[src/hw/rtl/hder_pkg.sv]
// shared constants, types and codes of the hit-density eviction ranker
package hder_pkg;

  // default histogram size
  localparam int unsigned DefNumBins = 1024;

  // register reset values
  localparam logic [19:0] BinStartRst      = 20'd128;
  localparam logic [4:0]  BinWidthLog2Rst  = 5'd7;
  localparam logic [31:0] RebuildPeriodRst = 32'd100000;

  // shared multiplier operand width
  localparam int unsigned MulW = 32;

  // divider: quotient bits plus one overflow bit, wide remainder
  localparam int unsigned QuoW     = 32;
  localparam int unsigned DivSteps = QuoW + 1;
  localparam int unsigned DivW     = 128;

  // item opcodes
  typedef enum logic [1:0] {
    OpInsert  = 2'd0,
    OpHit     = 2'd1,
    OpEvict   = 2'd2,
    OpCompare = 2'd3
  } op_e;

  // configuration register indexes
  typedef enum logic [1:0] {
    CfgBinStart      = 2'd0,
    CfgBinWidthLog2  = 2'd1,
    CfgRebuildPeriod = 2'd2
  } cfg_idx_e;

endpackage

[src/hw/rtl/hder_mul.sv]
// shared 32x32 multiplier with registered product
module hder_mul (
  input  logic                           clk_i,
  input  logic [hder_pkg::MulW-1:0]      a_i,
  input  logic [hder_pkg::MulW-1:0]      b_i,
  output logic [2*hder_pkg::MulW-1:0]    p_o
);

  logic [2*hder_pkg::MulW-1:0] p_q;

  // one product per cycle, product registered
  always_ff @(posedge clk_i) begin
    p_q <= (2*hder_pkg::MulW)'(a_i) * (2*hder_pkg::MulW)'(b_i);
  end

  assign p_o = p_q;

endmodule

[config.mk]
export PLATFORM = sky130hd
export DESIGN_NAME = hder_mul
export DESIGN_NICKNAME = d
export VERILOG_FILES = /design/src/hw/rtl/hder_pkg.sv /design/src/hw/rtl/hder_mul.sv
export SDC_FILE = /design/constraint.sdc
export NUM_CORES = 2
export LEC_CHECK = 0
export BUFFER_PORTS_ARGS = -buffer_cell sky130_fd_sc_hd__buf_4
export CORE_ASPECT_RATIO = 0.5
export CORE_UTILIZATION = 35
export DETAILED_ROUTE_END_ITERATION = 6
export PLACE_DENSITY = 0.51
export SYNTH_ARGS = -nofsm -noshare
export SYNTH_HDL_FRONTEND = slang
export SYNTH_SLANG_ARGS = --single-unit
[constraint.sdc]
create_clock -name clk_i -period 12.8 [get_ports clk_i]
set_clock_uncertainty 0.15 [all_clocks]
set_input_delay 1.92 -clock clk_i [delete_from_list [all_inputs] [get_ports clk_i]]
set_output_delay 1.92 -clock clk_i [all_outputs]
set_load 0.005 [all_outputs]
==> metrics <==
number of different library cells in the post-synthesis netlist 57; Cell Area, Synth 0.03468 sq mm; post-CTS repair timing setup buffer count 0; wire length per cell 19.06 um; final global-route overflow total 0; Critical Setup Path Class in -> reg; critical path fanouts, max 32; data required time of the worst path 12.94 ns; clk sinks 64; die boundary height 224.6 um; Final #Nets 4891; Max-slew headroom 0.4265; Diodes inserted 0; number of endpoints with negative hold slack in the final report 0; number of buffers inserted by port buffering 128; antenna violations before repair 0; leading area contributor after synthesis sky130_fd_sc_hd__fa_1; post-synth net total 4972; Yosys Warn Count 0; measured slew at the worst slew-check pin 0.8544 ns; post-synthesis instance total 3748; initial standard-cell utilization of the core 0.3542; delay of the slowest cell on the worst path 0.62 ns; CP Launch Type primary input; number of top-level pins 129; number of global-route vias before repair 26792; number of flops mapped to enable cells by yosys 0; library cell used as clock root buffer sky130_fd_sc_hd__clkbuf_16; global placement routability congestion 0.9113; Primary FF master, synth sky130_fd_sc_hd__dfxtp_1; Synth async-reset ratio 0; floorplan row count 81; global-route wire length before repair 153300 um; Resized cells post-CTS 0; share of the clock period used by the worst path 0.7451; total via count in the routed design 24215; top post-synthesis cells by count sky130_fd_sc_hd__fa_1 (896), sky130_fd_sc_hd__inv_1 (865), sky130_fd_sc_hd__and2_1 (602); Layout Area Growth over Synthesis 6.044%; drt total wl 95300 um; count leader, synth sky130_fd_sc_hd__fa_1; CORE AREA 0.09790 sq mm; CTS clk-pin slew, worst paths 0.06 ns; class of the tightest hold or removal check in -> reg; Die Wd 447.1 um; area of the die 0.1004 sq mm; DR pass1 iterations 5; Cell Chain, Critical Path buf_4 -> nand2_1 -> fa_1 -> inv_1 -> fa_1 -> inv_1 -> fa_1 -> inv_1 -> fa_1 -> fa_1 -> fa_1 -> fa_1 -> inv_1 -> fa_1 -> inv_1 -> ha_1 -> nand4_1 -> or4_1 -> or3_1 -> a31oi_1 -> a31o_2 -> a211oi_1 -> o21ai_1 -> xor2_1; max FFs per register 64; largest cells by area after synthesis sky130_fd_sc_hd__fa_1 (52%), sky130_fd_sc_hd__and2_1 (11%), sky130_fd_sc_hd__ha_1 (9.5%), sky130_fd_sc_hd__inv_1 (9.4%), sky130_fd_sc_hd__nand2_1 (5.2%); Sum Neg Setup Slack 0 ns; fraction of the yosys area taken by sequential cells 0.03695; residual DRC count 0; final period demand of the worst path 9.538 ns; DRC violation total after the first TritonRoute iteration 1159; Synth Register Bits 64; Antenna Nets Post-Route 0; crit path launch b_i[8]; setup repair after global routing missed its margin false; count of maximum capacitance violations 0; setup violation total in the final timing report 0; Crit path arrival time 9.68 ns; cell depth of the worst min-delay path 2; overall routing resource usage 0.1984; CTS Buffer Depth 2; number of clock buffers inserted by TritonCTS 9; maximum number of pins on one net before global-route repair 33; crit-path most repeated cell sky130_fd_sc_hd__fa_1; cell at the slowest stage of the critical path sky130_fd_sc_hd__fa_1; count of hold buffers inserted by post-cts repair 0; status finished, final reports clean; f_max 104.8 MHz; CTS tree yes; Avg Cell Area, Syn 9.252 sq um; top cell type's share of synthesized area 0.5173; CTS H-tree depth 3; fraction of final layout cells with drive strength greater than 1 0.04385; Max Transition Viols Final 0; kind of end point of the critical path flip-flop; post-detail-place hpwl 77930 um; Worst Min Path Start b_i[0]; average vias per placed instance 4.843
final cells by class:
type / count / area, sq um
clock buffer: 10 / 239.0
sequential: 64 / 1281
tap: 1328 / 1662
multi-input combinational: 2599 / 29310
timing repair buffer: 128 / 960.9
fill: 10056 / 61130
inverter: 865 / 3247
clock inverter: 6 / 67.56
cell families after synthesis:
logic type,after synthesis,share of synthesized area
simple gates,1177,0.1762
xor+xnor,60,0.01515
compound gates,202,0.04153
buf+inv,1085,0.1177
mux,1,0.0002887
flops,64,0.03695
fa+ha+maj,1159,0.6122
layer usage:
| layer | track usage | vias to the layer above | part of all wire |
|---|---|---|---|
| met1 | 0.2560 | 13045 | 0.42 |
| met4 | 0.02972 | 0 | 0.017 |
| met3 | 0.02046 | 82 | 0.035 |
| met5 | 0 | - | 0 |
| met2 | 0.3641 | 432 | 0.53 |
| li1 | - | 10656 | - |
worst max-delay path, delay by kind of cell:
family          cells  cell delay (ns)
fa+ha+maj           9             4.54
simple gates        4             1.23
compound gates      4             1.21
buf+inv             6             0.59
xor+xnor            1             0.15
final timing paths:
check | to | slack [ns]
worst max-delay path | p_o[62] | 3.26
worst min-delay path | p_o[0] | 1.93
per-stage QoR:
step / hold WS, ns / cell area (sq um) / util / instances / setup slack [ns]
finish: 1.928 / 36770 / 0.3756 / 5000 / 3.262
global route: 1.916 / 36770 / 0.3756 / 5000 / 3.031
CTS: 1.930 / 36770 / 0.3756 / 5000 / 3.352
detailed placement: 2.149 / 36470 / 0.3725 / 4984 / 2.975
global placement: 2.150 / 36470 / 0.3725 / 4984 / 3.031
floorplan: 1.897 / 34680 / - / 3748 / 3.977
cells in the final DEF (no fill, tap or decap), drive strengths merged, types with 3 or more instances in the layout:
cell    count
nand2     480
a21oi      66
o221ai      3
fa        896
a21o       40
and3       14
nand4      23
xor2       25
a221o       4
o31ai       5
or2         3
nand3      10
dfxtp      64
or3         3
nor2       20
inv       866
or4         3
a221oi      4
o21ai      26
nor3        7
and2      602
o21bai     11
ha        263
and4        3
clkbuf     10
xnor2      35
a31oi      12
buf       128
a21boi      3
a211oi      3
o21a        9
Power is not shown: default switching activity piles up to over one toggle a cycle in this logic, so the estimate is an artifact.
