File: src/hw/rtl/hder_pkg.sv
// shared constants, types and codes of the hit-density eviction ranker
package hder_pkg;

  // default histogram size
  localparam int unsigned DefNumBins = 1024;

  // register reset values
  localparam logic [19:0] BinStartRst      = 20'd128;
  localparam logic [4:0]  BinWidthLog2Rst  = 5'd7;
  localparam logic [31:0] RebuildPeriodRst = 32'd100000;

  // shared multiplier operand width
  localparam int unsigned MulW = 32;

  // divider: quotient bits plus one overflow bit, wide remainder
  localparam int unsigned QuoW     = 32;
  localparam int unsigned DivSteps = QuoW + 1;
  localparam int unsigned DivW     = 128;

  // item opcodes
  typedef enum logic [1:0] {
    OpInsert  = 2'd0,
    OpHit     = 2'd1,
    OpEvict   = 2'd2,
    OpCompare = 2'd3
  } op_e;

  // configuration register indexes
  typedef enum logic [1:0] {
    CfgBinStart      = 2'd0,
    CfgBinWidthLog2  = 2'd1,
    CfgRebuildPeriod = 2'd2
  } cfg_idx_e;

endpackage

File: src/hw/rtl/hder_div.sv
// restoring divider, one quotient bit per cycle, saturating on overflow
module hder_div (
  input  logic                        clk_i,
  input  logic                        rst_ni,
  input  logic                        start_i,
  input  logic [hder_pkg::DivW-1:0]   num_i,
  input  logic [hder_pkg::DivW-1:0]   den_i,
  output logic                        done_o,
  output logic [hder_pkg::QuoW-1:0]   quo_o
);

  localparam int unsigned CntW = $clog2(hder_pkg::DivSteps);
  localparam logic [CntW-1:0] LastCnt = CntW'(hder_pkg::DivSteps - 1);

  logic [hder_pkg::DivW-1:0]     rem_q;
  logic [hder_pkg::DivW-1:0]     dvs_q;
  logic [hder_pkg::DivSteps-1:0] quo_q;
  logic [CntW-1:0]               cnt_q;
  logic                          busy_q;
  logic                          done_q;
  logic                          ge;

  assign ge = (rem_q >= dvs_q);

  // step counter and handshake
  always_ff @(posedge clk_i or negedge rst_ni) begin
    if (!rst_ni) begin
      busy_q <= 1'b0;
      done_q <= 1'b0;
      cnt_q  <= '0;
    end else begin
      done_q <= 1'b0;
      if (start_i) begin
        busy_q <= 1'b1;
        cnt_q  <= '0;
      end else if (busy_q) begin
        cnt_q <= cnt_q + 1'b1;
        if (cnt_q == LastCnt) begin
          busy_q <= 1'b0;
          done_q <= 1'b1;
        end
      end
    end
  end

  // compare, subtract and shift the divisor down
  always_ff @(posedge clk_i) begin
    if (start_i) begin
      rem_q <= num_i;
      dvs_q <= den_i;
    end else if (busy_q) begin
      if (ge) begin
        rem_q <= rem_q - dvs_q;
      end
      dvs_q <= dvs_q >> 1;
      quo_q <= {quo_q[hder_pkg::DivSteps-2:0], ge};
    end
  end

  // top bit set means the quotient does not fit (or divisor zero)
  assign done_o = done_q;
  assign quo_o  = quo_q[hder_pkg::DivSteps-1] ? '1 : quo_q[hder_pkg::QuoW-1:0];

endmodule

File: config.mk
export PLATFORM = sky130hd
export DESIGN_NAME = hder_div
export DESIGN_NICKNAME = d
export VERILOG_FILES = /design/src/hw/rtl/hder_pkg.sv /design/src/hw/rtl/hder_div.sv
export SDC_FILE = /design/constraint.sdc
export NUM_CORES = 1
export LEC_CHECK = 0
export BUFFER_PORTS_ARGS = -buffer_cell sky130_fd_sc_hd__buf_2
export CORE_UTILIZATION = 45
export DETAILED_ROUTE_END_ITERATION = 10
export GPL_TIMING_DRIVEN = 0
export PLACE_DENSITY = 0.65
export SYNTH_ARGS = -nofsm -noshare
export SYNTH_HDL_FRONTEND = slang
export SYNTH_SLANG_ARGS = --single-unit
File: constraint.sdc
create_clock -name clk_i -period 13.42 [get_ports clk_i]
set_input_delay 1.342 -clock clk_i [delete_from_list [all_inputs] [get_ports clk_i]]
set_output_delay 1.342 -clock clk_i [all_outputs]
set_load 0.01 [all_outputs]
==> metrics.txt, run 1 <==
outcome complete, no violations; worst-margin pin slew 1.31 ns; Pleak 0.0104 µW; Compound-Gate Fraction of Synth Area 22.9%; flop-to-flop setup slack 7.79 ns; global route overflow 0; Synth cell types 80; Adder-Cell Fraction of Synth Area 7.85%; largest family of logic cells by synthesized area compound AO/OA/AOI/OAI gates; clock buffer depth 3; core area 45,700 µm²; vias per inst 5.63; hold violation total from the final report 0; asr flop ratio synth 2.69%; Synth area leaders edfxtp_1 (41%), o21ai_0 (7.9%), ha_1 (7.8%); Layout Nets 3,125; die height 218 µm; GRT Overall Usage 27.3%; type of origin of the critical path flop; simple-gate share of the synthesized area 16.1%; I/O pins 292; most area-hungry cell type in the Yosys netlist edfxtp_1; row cnt 78; Die ar. 47,500 µm²; P&R area growth vs syn 16.8%; Final setup viols 0; CTS tree done; Slew Limit Fails 0; worst skew pair latency 0.57 ns; final instance count without filler cells 3,364; Post-synth EDFFs 289; Avg Cell Area, Syn 8.73 µm²; GRT Max-Usage Layer met2; Post-Synth XOR/XNOR Area 5.14%; syn_nets 2,793; met2 Track Usage GR 46.6%; Critical Path RT 13.65 ns; antenna violations before repair 2; HPWL after DPL 51,900 µm; first drt pass iteration count 6; ys flop type edfxtp_1; crit end category flop; post-route ant nets 0; first-pass GRT wire length 101,000 µm; clock skew 0.0174 ns; clock-pin slew on the worst setup and hold paths 0.06 ns; Final Cycle Share 41.9%; yosys warns 0; WP data arrival 5.86 ns; mux contribution to synthesized area 0.328%; Max Freq 178 MHz; CTS Sinks 297; MaxCap Viol Count 0; TNS Setup 0 ns; Vias 18,950; root buffer cell clkbuf_16; largest net degree at the start of global routing 79; die width 218 µm; Total Wirelength 65,700 µm; H-tree lvl count 2; share of cells above drive strength 1 15.7%; worst relative slew slack 12.6%; post-synth top area share 41.4%; CTS Hold Bufs 0; register area share after synthesis 42.3%; DP Cell Count 3,297; Resized cells post-CTS 0; Setup Crit Path Kind reg -> reg; largest fanout on the critical path 49; Synth top cells by count nand2_1 (404), o21ai_0 (331), edfxtp_1 (289); Avg WL per Cell 19.5 µm; gpl congestion 0.934; Starting Density 45.9%; cell area after synthesis 21,000 µm²; Post-CTS Setup Repair Bufs 0; Tmin final 5.63 ns; worst vdd ir 0.000113 V; vias in the first global route 18,486; Mapped Cells 2,403; Worst Hold Class reg -> reg; RSZ-0062 raised after global routing no; most frequent cell after synthesis nand2_1; DRC 0; synthesized flop and latch total 297; CTS buffer count 36; met3 usage 3.39%; port bufs 290; drt initial violations 1,606; met1 Usage GRT 36.4%; Filler cells 4,339; pwr dens 235 nW/µm²
## per-stage QoR
stage                     instance area [µm²]  total power [µW]  hold WS [ns]  setup WS, ns  utilization, %
after detailed placement                23300              4710         0.425          7.89            51.0
after CTS                               24500              5740         0.448          7.87            53.6
after global placement                  23200              4690         0.426          4.80            50.7
final                                   24500              5760         0.447          7.79            53.6
after floorplan                         21000              3870         0.417          7.53               -
after global routing                    24500              6180         0.463          7.60            53.6
## metal layers
metal,vias up,part of all wire (%)
li1,9311,-
met1,9056,45
met2,497,48
met3,86,5.2
met4,0,2.3
met5,-,0
## sequential cells by signal, summed over array words and instances, names as in the netlist
register  count
dvs_q       128
rem_q       128
quo_q        33
cnt_q         6
busy_q        1
done_o        1
## layout make-up
cell class	instances	area (µm²)	area share (%)
diodes	1	2.50	0.0102
plain buffers	122	477	1.95
clock buffers	47	962	3.93
clock inverters	19	229	0.935
inverters	169	639	2.61
multi-input cells	1815	11000	44.9
flip-flops and latches	297	8880	36.2
well taps	600	751	3.06
repair buffers	294	1560	6.37
## final timing paths
path | start | endpoint | cells after the start
setup reg to reg | rem_q[12] | rem_q[51] | 15
hold / removal | quo_q[0] | quo_q[1] | 0
min in group asynchronous | rst_ni | done_o | 1
hold reg to reg | quo_q[0] | quo_q[1] | 0
max in group asynchronous | rst_ni | cnt_q[1] | 1
setup / recovery | rem_q[12] | rem_q[51] | 15
## cell families after synthesis
| kind of cell | count (synthesis) |
|---|---|
| mux | 6 |
| compound gates | 800 |
| simple gates | 755 |
| xor+xnor | 123 |
| buf+inv | 291 |
| flops | 297 |
| fa+ha+maj | 131 |
## critical path, stage by stage (launching register included)
cell	delay, ns
edfxtp_1	0.37
ha_1	0.28
clkbuf_1	0.25
nand4_1	0.19
nor4_1	0.70
nand2_1	0.14
a21oi_2	0.18
o31ai_2	0.12
o211ai_2	0.58
a31o_2	0.23
a21oi_1	0.10
o41ai_1	0.78
nand2_1	0.21
nand2_4	0.48
buf_16	0.31
buf_16	0.28
## placed cells by master (no fill, tap or decap), types with 42 or more instances in the layout
master / Yosys / layout
buf_2: 6 / 296
edfxtp_1: 289 / 289
clkbuf_1: 110 / 119
nor2_1: 124 / 124
nand4_1: 56 / 56
xnor2_1: 79 / 79
inv_1: 169 / 168
o21ai_0: 331 / 331
ha_1: 130 / 130
a21o_1: 81 / 81
xor2_1: 44 / 44
a21oi_1: 189 / 189
o21bai_1: 42 / 42
nand2_1: 404 / 403
## power breakdown
part           total, µW  internal (µW)  switching [µW]
sequential          1460           1380            83.1
combinational       3290           1210            2080
clock               1000            588             416
total               5760           3180            2580
(Power assumes the default switching activity.)
==> run 2: changes to the inputs <==
==> constraint.sdc (replaced) <==
create_clock -name clk_i -period 5.6 [get_ports clk_i]
set_input_delay 0.56 -clock clk_i [delete_from_list [all_inputs] [get_ports clk_i]]
set_output_delay 0.56 -clock clk_i [all_outputs]
set_load 0.01 [all_outputs]
==> metrics.txt, run 2 (synthesis gave the netlist of run 1 again) <==
root buffer cell clkbuf_16; I/O pins 292 (unchanged); Die ar. 47,500 µm² (unchanged); Tmin final 5.12 ns (-0.504 ns); Slew Limit Fails 0 (unchanged); H-tree lvl count 2 (unchanged); crit end category flop; Max Freq 195 MHz (+9.8%); type of origin of the critical path flop; antenna violations before repair 2 (unchanged); DRC 0 (unchanged); global route overflow 0 (unchanged); CTS tree done; Post-CTS Setup Repair Bufs 0 (unchanged); Hold Slack 0.280 ns (-0.167 ns); vias per inst 5.62 (-0.17%); commonest non-fill, non-tap cell in the layout nand2_1; clock-pin slew on the worst setup and hold paths 0.06 ns (about the same); combinational power share 57.6% (+0.5 points); first drt pass iteration count 5 (-1); clock buffer depth 3 (unchanged); core area 45,700 µm² (unchanged); worst relative slew slack 9.82% (-2.8 points); DP Area 23,300 µm² (about the same); RSZ-0062 raised after global routing no; MaxCap Viol Count 0 (unchanged); outcome complete, no violations; Worst Slack Setup Final 0.475 ns (-7.32 ns); drt initial violations 1,413 (-12%); Final setup viols 0 (unchanged); post-route ant nets 0 (unchanged); port bufs 290 (unchanged); Pleak 0.0104 µW (-0.12%); hold violation total from the final report 0 (unchanged); TNS Setup 0 ns (unchanged); die height 218 µm (unchanged); Vias 18,924 (-0.14%); Avg WL per Cell 19.5 µm (-0.18%); Starting Density 45.9% (unchanged); P&R area growth vs syn 16.5%; GRT Overall Usage 27.3% (about the same); die width 218 µm (unchanged); fin area 24,400 µm² (-0.22%); clock skew 0.0201 ns (+0.00277 ns); share of cells above drive strength 1 15.9% (+0.22 points); Clk pwr share 16.8% (-0.6 points); NetSw 6180 µW (+140%); worst vdd ir 0.000248 V (+120%); CTS Sinks 297 (unchanged); Layout Nets 3,125 (unchanged); commonest non-fill, non-tap cells in the layout nand2_1 (403), o21ai_0 (331), buf_2 (296); gpl congestion 0.927 (-0.76%); Setup Crit Path Kind reg -> reg; first-pass GRT wire length 100,000 µm (-0.13%); Final Cycle Share 91.5% (+50 points); Critical Path RT 5.80 ns (-7.85 ns); HPWL after DPL 51,700 µm (-0.37%); pwr dens 561 nW/µm² (+140%); worst skew pair latency 0.56 ns (about the same); Internal Power 7530 µW (+140%); row cnt 78 (unchanged); largest fanout on the critical path 68 (+39%); vias in the first global route 18,608 (+0.66%); Total Wirelength 65,600 µm (-0.15%); CTS buffer count 36 (unchanged); sequential share of power 25.6% (+0.2 points); switching share of power 45.1% (+0.34 points); largest net degree at the start of global routing 79 (unchanged); pre-CTS WS 0.162 ns (-7.73 ns); WP data arrival 5.32 ns (-0.54 ns); Worst Hold Class in -> reg; worst-margin pin slew 1.35 ns (+0.0414 ns); top flop regs dvs_q: 128 flops, rem_q: 128 flops, quo_q: 33 flops
[run 2: cell count changes in the layout (fill, tap and decap cells not counted), sizes merged]
cell / change
buf: -1
clkbuf: -5
bufinv: -2
clkinvlp: -1
dlygate4sd3: +1
clkinv: +6
inv: +2
diode: +1
[run 2: power groups by stage]
stage | combinational [µW] | sequential, µW | clock (µW)
after global placement | 7660 | 3560 | 0
after global routing | 8710 | 3570 | 2420
after detailed placement | 7720 | 3550 | 0
after floorplan | 5740 | 3510 | 0
after CTS | 7780 | 3520 | 2350
final | 7890 | 3510 | 2300
[run 2: stage by stage]
| stage | power, µW | instances | util [%] |
|---|---|---|---|
| after floorplan | 9240 | 2403 | - |
| after global placement | 11200 | 3293 | 50.7 |
| after detailed placement | 11300 | 3296 | 51.0 |
| after CTS | 13700 | 3363 | 53.5 |
| after global routing | 14700 | 3365 | 53.5 |
| final | 13700 | 3365 | 53.5 |
[run 2: cell type report]
type,count,area [µm²]
fill,4424,21200
buffer,122,477
timing repair buffer,294,1540
tap,600,751
clock inverter,24,180
inverter,169,639
multi-input combinational,1815,11000
antenna,2,5.00
clock buffer,42,955
sequential,297,8880
[run 2: final timing paths]
| check | cells after the start | from | end | slack [ns] |
|---|---|---|---|---|
| max | 14 | rem_q[12] | rem_q[72] | 0.48 |
| min | 3 | den_i[91] | dvs_q[91] | 0.28 |
| max reg2reg | 14 | rem_q[12] | rem_q[72] | 0.48 |
| min reg2reg | 0 | quo_q[16] | quo_q[17] | 0.44 |
| max in group asynchronous | 2 | rst_ni | cnt_q[2] | 5.06 |
| min in group asynchronous | 2 | rst_ni | done_o | 0.38 |
[run 2: timing repair]
action,in CTS,in global routing
endpoints found under the hold margin,8,0
hold buffers,1,0
resized for setup,0,1
endpoints found under the setup margin,0,68
[run 2: metal layers]
layer	GRT usage [%]	part of all wire (%)
met1	36.5	44
met2	45.7	47
met3	3.91	5.7
met4	8.11	2.8
met5	0	0
[run 2: worst max-delay path: stages, from the launching register on]
cell	delay (ns)
edfxtp_1	0.37
ha_1	0.28
clkbuf_1	0.26
nand4_1	0.20
nor4_1	0.63
nand2_1	0.14
a21oi_2	0.19
o31ai_2	0.12
o211ai_2	0.55
a31o_2	0.23
a21oi_1	0.11
o41ai_2	0.54
nand2_1	0.24
nand2_8	0.44
buf_16	0.36
